--- config.mk ---
export PLATFORM = sky130hd
export DESIGN_NAME = sfd_ctrl
export DESIGN_NICKNAME = d
export VERILOG_FILES = /design/src/hdl/sfd_pkg.sv /design/src/hdl/sfd_ctrl.sv
export SDC_FILE = /design/constraint.sdc
export NUM_CORES = 1
export LEC_CHECK = 0
export ABC_AREA = 1
export ABC_CLOCK_PERIOD_IN_PS = 1200
export BUFFER_PORTS_ARGS = -buffer_cell sky130_fd_sc_hd__buf_4
export CAP_MARGIN = 20
export CORE_MARGIN = 4
export CORE_UTILIZATION = 36
export DETAILED_ROUTE_END_ITERATION = 16
export GPL_TIMING_DRIVEN = 0
export PLACE_DENSITY = 0.69
export SLEW_MARGIN = 5
export SYNTH_ARGS = -nofsm -noshare
export SYNTH_HDL_FRONTEND = slang
export SYNTH_SLANG_ARGS = --single-unit
--- constraint.sdc ---
create_clock -name clk -period 1.2 [get_ports clk]
set_clock_uncertainty 0.1 [all_clocks]
set_input_delay 0.36 -clock clk [delete_from_list [all_inputs] [get_ports clk]]
set_output_delay 0.36 -clock clk [all_outputs]
set_load 0.005 [all_outputs]
--- src/hdl/sfd_pkg.sv ---
`timescale 1ns / 1ps
`default_nettype none
// ----------------------------------------------------------------------------
// sfd_pkg: shared types and constants for the section filter
// Opcodes, register indexes, result codes, controller states and the
// command/status bundles between controller and datapath.
// ----------------------------------------------------------------------------
package sfd_pkg;

	localparam int unsigned KEY_TABLE_DEPTH_DEF   = 256;
	localparam int unsigned MAX_SECTION_BYTES_DEF = 4999;

	localparam int unsigned HEADER_LEN      = 7;
	localparam logic [7:0]  TIMEOUT_RESET   = 8'd15;
	localparam logic [15:0] MIN_SECTION_LEN = 16'd14;
	localparam logic [7:0]  SECT_SYNTAX_LO  = 8'h70;
	localparam logic [7:0]  SECT_SYNTAX_HI  = 8'h7f;
	localparam logic [7:0]  SPECIAL_BYTE    = 8'hff;
	localparam logic [12:0] LEN_OVERHEAD    = 13'd3;
	localparam logic [15:0] BYTE_CNT_MAX    = 16'hffff;
	localparam logic [7:0]  IDLE_SEC_MAX    = 8'hff;

	typedef enum logic [1:0] {
		OP_BYTE  = 2'd0,
		OP_TICK  = 2'd1,
		OP_CLEAR = 2'd2
	} sfd_opcode_t;

	typedef enum logic [1:0] {
		CFG_TABLE_ID = 2'd0,
		CFG_SPECIAL  = 2'd1,
		CFG_TIMEOUT  = 2'd2
	} sfd_cfg_reg_t;

	typedef enum logic [2:0] {
		ST_NEW      = 3'd0,
		ST_DUP      = 3'd1,
		ST_REJECT   = 3'd2,
		ST_TIMEOUT  = 3'd3,
		ST_FINISHED = 3'd4,
		ST_FULL     = 3'd5
	} sfd_status_t;

	typedef enum logic [2:0] {
		S_IDLE,
		S_CHECK,
		S_READ,
		S_COMPARE,
		S_EMIT
	} sfd_state_t;

	typedef struct packed {
		logic        take_byte;
		logic        take_tick;
		logic        clear_all;
		logic        clear_bytes;
		logic        set_finish;
		logic        search_start;
		logic        search_next;
		logic        store;
		logic        load_res;
		sfd_status_t status;
	} sfd_cmd_t;

	typedef struct packed {
		logic finished;
		logic timed_out;
		logic rejected;
		logic count_zero;
		logic table_full;
		logic key_match;
		logic idx_last;
	} sfd_stat_t;

endpackage
`default_nettype wire

--- src/hdl/sfd_ctrl.sv ---
`timescale 1ns / 1ps
`default_nettype none
// ----------------------------------------------------------------------------
// sfd_ctrl: section filter controller
// Sequences intake, end-of-section checks, key search and result hand-off.
// ----------------------------------------------------------------------------
module sfd_ctrl
	import sfd_pkg::*;
(
	input  wire logic       clk,
	input  wire logic       arst_n,
	input  wire logic       item_valid,
	input  wire logic [1:0] item_opcode,
	input  wire logic       item_last,
	output logic            item_ready,
	output logic            res_valid,
	input  wire logic       res_ready,
	input  wire sfd_stat_t  stat,
	output sfd_cmd_t        cmd
);

	sfd_state_t  state_q, state_d;
	sfd_status_t status_q, status_d;
	logic        res_valid_q;
	logic        item_xfer;

	assign item_ready = (state_q == S_IDLE);
	assign item_xfer  = item_valid && item_ready;
	assign res_valid  = res_valid_q;

	always_ff @(posedge clk or negedge arst_n) begin
		if (!arst_n) begin
			state_q     <= S_IDLE;
			status_q    <= ST_REJECT;
			res_valid_q <= 1'b0;
		end else begin
			state_q  <= state_d;
			status_q <= status_d;
			if (cmd.load_res)
				res_valid_q <= 1'b1;
			else if (res_ready)
				res_valid_q <= 1'b0;
		end
	end

	// next state
	always_comb begin
		state_d = state_q;
		unique case (state_q)
			S_IDLE: begin
				if (item_xfer && item_opcode == OP_BYTE && item_last)
					state_d = S_CHECK;
			end
			S_CHECK: begin
				if (stat.finished || stat.timed_out || stat.rejected || stat.count_zero)
					state_d = S_EMIT;
				else
					state_d = S_READ;
			end
			S_READ: state_d = S_COMPARE;
			S_COMPARE: begin
				if (stat.key_match || stat.idx_last)
					state_d = S_EMIT;
				else
					state_d = S_READ;
			end
			S_EMIT: begin
				if (!res_valid_q || res_ready)
					state_d = S_IDLE;
			end
			default: state_d = S_IDLE;
		endcase
	end

	// outputs
	always_comb begin
		cmd        = '0;
		cmd.status = status_q;
		status_d   = status_q;
		unique case (state_q)
			S_IDLE: begin
				if (item_xfer) begin
					unique case (item_opcode)
						OP_BYTE:  cmd.take_byte = 1'b1;
						OP_TICK:  cmd.take_tick = 1'b1;
						OP_CLEAR: cmd.clear_all = 1'b1;
						default:  ;
					endcase
				end
			end
			S_CHECK: begin
				cmd.clear_bytes = 1'b1;
				if (stat.finished) begin
					status_d = ST_FINISHED;
				end else if (stat.timed_out) begin
					cmd.set_finish = 1'b1;
					status_d       = ST_TIMEOUT;
				end else if (stat.rejected) begin
					status_d = ST_REJECT;
				end else if (stat.count_zero) begin
					cmd.store = 1'b1;
					status_d  = ST_NEW;
				end else begin
					cmd.search_start = 1'b1;
				end
			end
			S_READ: ;
			S_COMPARE: begin
				if (stat.key_match) begin
					status_d = ST_DUP;
				end else if (stat.idx_last) begin
					if (stat.table_full) begin
						status_d = ST_FULL;
					end else begin
						cmd.store = 1'b1;
						status_d  = ST_NEW;
					end
				end else begin
					cmd.search_next = 1'b1;
				end
			end
			S_EMIT: cmd.load_res = !res_valid_q || res_ready;
			default: ;
		endcase
	end

`ifndef SYNTHESIS
	a_check_after_last: assert property (@(posedge clk) disable iff (!arst_n)
		state_q == S_CHECK |-> $past(item_xfer && item_opcode == OP_BYTE && item_last))
		else $error("check entered without a final byte");
	a_store_not_full: assert property (@(posedge clk) disable iff (!arst_n)
		cmd.store |-> !stat.table_full)
		else $error("store into a full key table");
	a_result_from_emit: assert property (@(posedge clk) disable iff (!arst_n)
		$rose(res_valid_q) |-> $past(state_q == S_EMIT))
		else $error("result raised outside emit");
`endif

endmodule
`default_nettype wire

==> impl_results.md, run 1 <==
* Core area at 1170 sq um
* Peak supply drop at 1.26 mV
* Number of primary I/O pins at 28
* Final design instance area without fill at 933 sq um
* Worst flop-to-flop path startpoint: state_q[0]
* Minimum clock period after layout at 1.79 ns
* Psw at 0.000644 W
* Sequential element share of the synthesized area at 0.375
* Data arrival, critical path at 1.33 ns
* Proportion of power drawn by the clock network at 0.130
* Pin count of the biggest net entering global routing at 8
* Main synth FF type: sky130_fd_sc_hd__dfrtp_1
* Cell with the most instances after synthesis: sky130_fd_sc_hd__nand2_1
* Via count at 605
* Avg Inst Size Synth at 6.72 sq um
* Number of global-route vias before repair at 565
* Distinct cells, synth at 19
* Row Count at 12
* Post-placement cell area at 724 sq um
* Post-route core utilization at 0.797
* Clock buffer depth at 2
* Cell types with the highest counts after synthesis: sky130_fd_sc_hd__nand2_1, sky130_fd_sc_hd__inv_1, sky130_fd_sc_hd__nor2_1
* Switching share of power at 0.371
* Antenna cells at 0
* Power share of the sequential group at 0.249
* CTS Buf Count at 3
* Status: finished with violations
* #FFs+latches synth at 7
* Average via count per standard cell at 4.73
* Classification of the worst setup path: reg2out
* Ranking of synthesized cells by area: sky130_fd_sc_hd__dfrtp_1, sky130_fd_sc_hd__nand2_1, sky130_fd_sc_hd__inv_1, sky130_fd_sc_hd__nor2_1, sky130_fd_sc_hd__dfstp_2
* Drc violations at 0
* Power density of the placed cells at 1860 nW/um^2
* Clock sink total at 7
* Relative max-transition margin at 0.863
* Ratio of final minimum period to clock period at 1.49
* Placed insts at 111
* Min-Delay Endpoint: status_q[1]
* Height of the die at 44.2 um
* Hold_sp: stat[6]
* Internal portion of total power at 0.00109 W
* CTS tree: yes
* Antenna-violating nets left at 0
* Area added between synthesis and finish at 98.4%
* Final setup slack of the worst path at -0.587 ns
* Summed instance area of the synthesized netlist at 470 sq um
* Critical R2R Capture: status_q[0]
* Largest stage delay, worst path at 0.45 ns
* DIE WIDTH at 44.2 um
* Fraction of layout cells with a size suffix above 1 at 0.614
* Post-Synthesis Cells at 70
* Last weighted congestion value of the routability-driven placer at 0.793
* Global-route wire length before repair at 2300 um
* Fin Setup TNS at -5.95 ns
* Worst Setup Start Kind: flip-flop
* Endpoint kind of the worst setup timing path: primary output
* Number of I/O port buffers at 27
* Proportion of synthesized flip-flops having asynchronous set or reset at 1.00
* Number of max-cap violations at 0
* Reg-to-reg slack, setup at -0.17 ns
* Antenna violations before repair at 0
* Count of flip-flops with a built-in enable after synthesis at 0
* Worst hold-check path type: in2reg
* Register clock-pin slew on the reported worst setup and hold paths at 0.06 ns
* Number of nets in the layout at 129
* Detailed-route wire length per cell at 12.1 um
* Transition time of the tightest slew-check pin at 0.203 ns
* Setup repair after global routing missed its margin: true
* Maximum achievable frequency at 560 MHz
* Total congestion overflow after global routing at 0
* Worst EP required at 0.74 ns
* Static power due to leakage at 0.504 nW
* Final Hold Vio Count at 0
* Post-detailed-routing wire length at 1550 um
* Fraction of synthesized cell area taken by the top area cell type at 0.319
* Source-to-sink clock delay at the later pin of the worst-skew pair at 0.27 ns
* Number of cells on the worst reg-to-reg path at 8
* Deepest level of the CTS H-tree at 1
* Number of search-and-repair iterations in the first detailed-routing pass at 4
* Synth Net Count at 84
* Crit path max-delay cell type: sky130_fd_sc_hd__dfrtp_2
* CP Max Fanout at 4
* Number of cells on the worst hold path at 4
* Initial cell density of the core at 0.402
* HPWL after DPL at 1060 um
* Finish-stage setup viols at 20
* Largest area contributor in the netlist: sky130_fd_sc_hd__dfrtp_1
* Filler-free cell count of the finished design at 128
* Clock tree root buffer cell: sky130_fd_sc_hd__clkbuf_4
* CP Cell Sequence: nor2_2, nand2_2, inv_2, nand2_4, nor3_2, buf_4
* Die Area at 1950 sq um
* Violations in the final reports: negative setup slack
* Yosys warnings at 0
* Power share of the combinational group at 0.620
* Detailed router's first-iteration violation count at 10
* Combined global-route utilization of all metal layers at 0.162
* Max-slew violation count at 0
registers in the layout (all words and copies together), names as in the netlist:
name       count
res_valid      1
status_q       3
state_q        3
metal layers:
metal	track usage	up-vias	part of all wire
met2	0.256	10	0.52
met5	0	-	0
met1	0.198	281	0.42
met4	0.0904	0	0.015
met3	0.0407	4	0.039
li1	-	310	-
metrics by stage:
stage	setup WS (ns)	total power, W	hold slack, ns
2_1_floorplan	-0.118	0.000755	-0.0356
3_3_place_gp	-0.283	0.00104	0.0746
3_5_place_dp	-0.283	0.00105	0.0754
4_1_cts	-0.558	0.00149	0.284
5_1_grt	-0.704	0.00188	0.301
6_report	-0.587	0.00174	0.292
worst max-delay path by stage:
stage	from	endpoint	slack, ns	cells past startpoint
after floorplan	state_q[0]	cmd[11]	-0.12	5
after global placement	stat[4]	cmd[6]	-0.28	7
after detailed placement	stat[4]	cmd[6]	-0.28	7
after CTS	state_q[0]	cmd[11]	-0.56	6
after global routing	state_q[0]	cmd[9]	-0.70	6
final	state_q[0]	cmd[9]	-0.59	6
placed cells by master (no fill, tap or decap), types with 3 or more instances in the layout:
cell type | synthesis | routed
sky130_fd_sc_hd__buf_4 | 0 | 29
sky130_fd_sc_hd__nor2_1 | 10 | 3
sky130_fd_sc_hd__nor2_4 | 0 | 3
sky130_fd_sc_hd__inv_1 | 11 | 9
sky130_fd_sc_hd__nand2_1 | 17 | 13
sky130_fd_sc_hd__nand3_1 | 5 | 5
sky130_fd_sc_hd__buf_6 | 0 | 10
sky130_fd_sc_hd__clkbuf_4 | 0 | 3
sky130_fd_sc_hd__nand2_2 | 2 | 5
sky130_fd_sc_hd__dfrtp_1 | 6 | 4
sky130_fd_sc_hd__nor2_2 | 1 | 5
worst max-delay path: cells and delay by family, from the launching register on:
| family | cells | cell delay, ns |
|---|---|---|
| buffers and inverters | 2 | 0.22 |
| AND/OR/NAND/NOR | 4 | 0.38 |
| flip-flops | 1 | 0.45 |
timing repair:
| action | in CTS | in global routing |
|---|---|---|
| cloned | 0 | 0 |
| endpoints found under the setup margin | 16 | 20 |
| pin swaps | 4 | 6 |
| hold buffers | 1 | 0 |
| endpoints found under the hold margin | 7 | 0 |
| gates resized for setup | 11 | 11 |
| setup buffers | 6 | 7 |
cell families after synthesis:
group,Yosys count,share of synthesized area
DFF,7,0.375
buffers and inverters,12,0.0984
and+or+nand+nor,45,0.452
AOI/OAI and AO/OA,6,0.0745
layout make-up:
class                   instances  area (sq um)
repair buffers                 40           340
flip-flops and latches          7           179
fillers                        91           238
inverters                      12          46.3
multi-input cells              51           324
clock buffers                   4          26.3
well taps                      14          17.5
power groups by stage:
stage                     combinational, W  sequential, W  clock, W
after floorplan                   0.000346       0.000410         0
after global placement            0.000626       0.000410         0
after detailed placement          0.000636       0.000411         0
after CTS                         0.000840       0.000418  0.000233
after global routing               0.00119       0.000447  0.000246
final                              0.00108       0.000433  0.000226
(Power assumes the default switching activity.)
==> run 2, diff against run 1 <==
--- a/config.mk
+++ b/config.mk
@@ -14,6 +14,7 @@
 export DETAILED_ROUTE_END_ITERATION = 16
 export GPL_TIMING_DRIVEN = 0
 export PLACE_DENSITY = 0.69
+export SKIP_CTS_REPAIR_TIMING = 1
 export SLEW_MARGIN = 5
 export SYNTH_ARGS = -nofsm -noshare
 export SYNTH_HDL_FRONTEND = slang
==> impl_results.md, run 2 (same netlist as run 1, synthesis figures left out) <==
* Peak supply drop at 1.10 mV (-13%)
* Power share of the combinational group at 0.528 (-0.092)
* Area added between synthesis and finish at 72.1%
* Number of global-route vias before repair at 496 (-12%)
* Relative max-transition margin at 0.834 (-0.0291)
* CP Max Fanout at 4 (unchanged)
* Fraction of layout cells with a size suffix above 1 at 0.515 (-0.0995)
* Psw at 0.000555 W (-14%)
* Top Metal Used: met4
* Max-slew violation count at 0 (unchanged)
* Deepest level of the CTS H-tree at 1 (unchanged)
* Antenna violations before repair at 0 (unchanged)
* Met2 wirelength from detailed routing at 735 um (-9.0%)
* Static power due to leakage at 0.444 nW (-12%)
* Top library cells by usage in the layout, fill and taps aside: sky130_fd_sc_hd__buf_4, sky130_fd_sc_hd__nand2_1, sky130_fd_sc_hd__inv_1
* Transition time of the tightest slew-check pin at 0.246 ns (+0.0430 ns)
* Detailed router's first-iteration violation count at 7 (-3)
* Number of search-and-repair iterations in the first detailed-routing pass at 4 (unchanged)
* Worst hold-check path type: in2reg
* Drc violations at 0 (unchanged)
* Post-placement cell area at 724 sq um (unchanged)
* Core area at 1170 sq um (unchanged)
* Post-route worst hold slack at 0.281 ns (-0.0104 ns)
* Antenna-violating nets left at 0 (unchanged)
* Finish-stage setup viols at 16 (-20%)
* Minimum clock period after layout at 1.79 ns (+0.00492 ns)
* Setup repair after global routing missed its margin: true
* Internal portion of total power at 0.000858 W (-21%)
* Endpoint kind of the worst setup timing path: primary output
* Power share of the sequential group at 0.314 (+0.065)
* Worst EP required at 0.74 ns (about the same)
* Ratio of final minimum period to clock period at 1.49 (+0.00410)
* Average via count per standard cell at 4.76 (+0.72%)
* Post-detailed-routing wire length at 1340 um (-13%)
* CTS tree: yes
* Most frequent standard cell in the layout excluding fill and tap cells: sky130_fd_sc_hd__buf_4
* Number of primary I/O pins at 28 (unchanged)
* Data arrival, critical path at 1.33 ns (about the same)
* Clock tree root buffer cell: sky130_fd_sc_hd__clkbuf_4
* Final design instance area without fill at 810 sq um (-13%)
* Violations in the final reports: negative setup slack
* Met1 wire length at 517 um (-21%)
* Fin Setup TNS at -5.17 ns (+0.785 ns)
* Classification of the worst setup path: reg2out
* Total congestion overflow after global routing at 0 (unchanged)
* Final Hold Vio Count at 0 (unchanged)
* Die Area at 1950 sq um (unchanged)
* Placed insts at 111 (unchanged)
* Number of max-cap violations at 0 (unchanged)
* Number of nets in the layout at 118 (-8.5%)
* Row Count at 12 (unchanged)
* Maximum achievable frequency at 558 MHz (-0.27%)
* Last weighted congestion value of the routability-driven placer at 0.793 (unchanged)
* DIE WIDTH at 44.2 um (unchanged)
* Total design power at 0.00141 W (-19%)
* Source-to-sink clock delay at the later pin of the worst-skew pair at 0.26 ns (about the same)
* Register clock-pin slew on the reported worst setup and hold paths at 0.06 ns (about the same)
* Number of I/O port buffers at 27 (unchanged)
* Combined global-route utilization of all metal layers at 0.142 (-0.0192)
* Pin count of the biggest net entering global routing at 8 (unchanged)
* Switching share of power at 0.393 (+0.0217)
* Via count at 557 (-7.9%)
* CTS Buf Count at 3 (unchanged)
* Status: finished with violations
* HPWL after DPL at 1060 um (unchanged)
* Worst Setup Start Kind: flip-flop
* Power density of the placed cells at 1750 nW/um^2 (-6.1%)
* Proportion of power drawn by the clock network at 0.158 (+0.028)
* Clock sink total at 7 (unchanged)
* Global-route wire length before repair at 2010 um (-13%)
* Detailed-route wire length per cell at 11.5 um (-5.2%)
* Final setup slack of the worst path at -0.592 ns (-0.00492 ns)
* Met3 Routed Length at 62 um (+3.3%)
* Height of the die at 44.2 um (unchanged)
* Initial cell density of the core at 0.402 (unchanged)
* Filler-free cell count of the finished design at 117 (-8.6%)
* Clock buffer depth at 2 (unchanged)
* Antenna cells at 0 (unchanged)
## run 2: per-layer routing
metal,track usage,up-vias
li1,-,286
met1,0.173,254
met2,0.221,11
met3,0.0366,6
met4,0.0904,0
met5,0,-
## run 2: through the flow
stage,utilization,worst slack [ns]
global placement,0.619,-0.283
global route,0.691,-0.653
floorplan,-,-0.118
CTS,0.641,-0.580
detailed placement,0.619,-0.283
finish,0.691,-0.592
## run 2: power by group through the flow
stage	sequential, W	combinational (W)	clock (W)
floorplan	0.000410	0.000346	0
global placement	0.000410	0.000626	0
detailed placement	0.000411	0.000636	0
CTS	0.000408	0.000642	0.000233
global route	0.000457	0.000832	0.000246
finish	0.000443	0.000746	0.000223
## run 2: cell type report
class                           instances  area [sq um]
Fill cell                             105           362
Multi-Input combinational cell         51           305
Timing Repair Buffer                   29           235
Sequential cell                         7           179
Inverter                               12          46.3
Clock buffer                            4          26.3
Tap cell                               14          17.5
## run 2: critical path: stages (launching register included)
cell	delay, ns
sky130_fd_sc_hd__dfrtp_2	0.46
sky130_fd_sc_hd__nor2_4	0.15
sky130_fd_sc_hd__nand2_2	0.08
sky130_fd_sc_hd__inv_2	0.08
sky130_fd_sc_hd__nand2_4	0.06
sky130_fd_sc_hd__nor3_2	0.10
sky130_fd_sc_hd__buf_4	0.13
## run 2: worst paths after layout
check	from	endpoint	slack, ns	depth (start not counted)
worst min-delay path	res_ready	res_valid	0.28	3
worst max register to register	state_q[2]	status_q[0]	-0.01	6
min in group asynchronous	arst_n	status_q[2]	0.34	2
worst max-delay path	state_q[0]	cmd[11]	-0.59	6
worst min register to register	status_q[1]	status_q[1]	0.39	2
max in group asynchronous	arst_n	status_q[1]	0.45	2
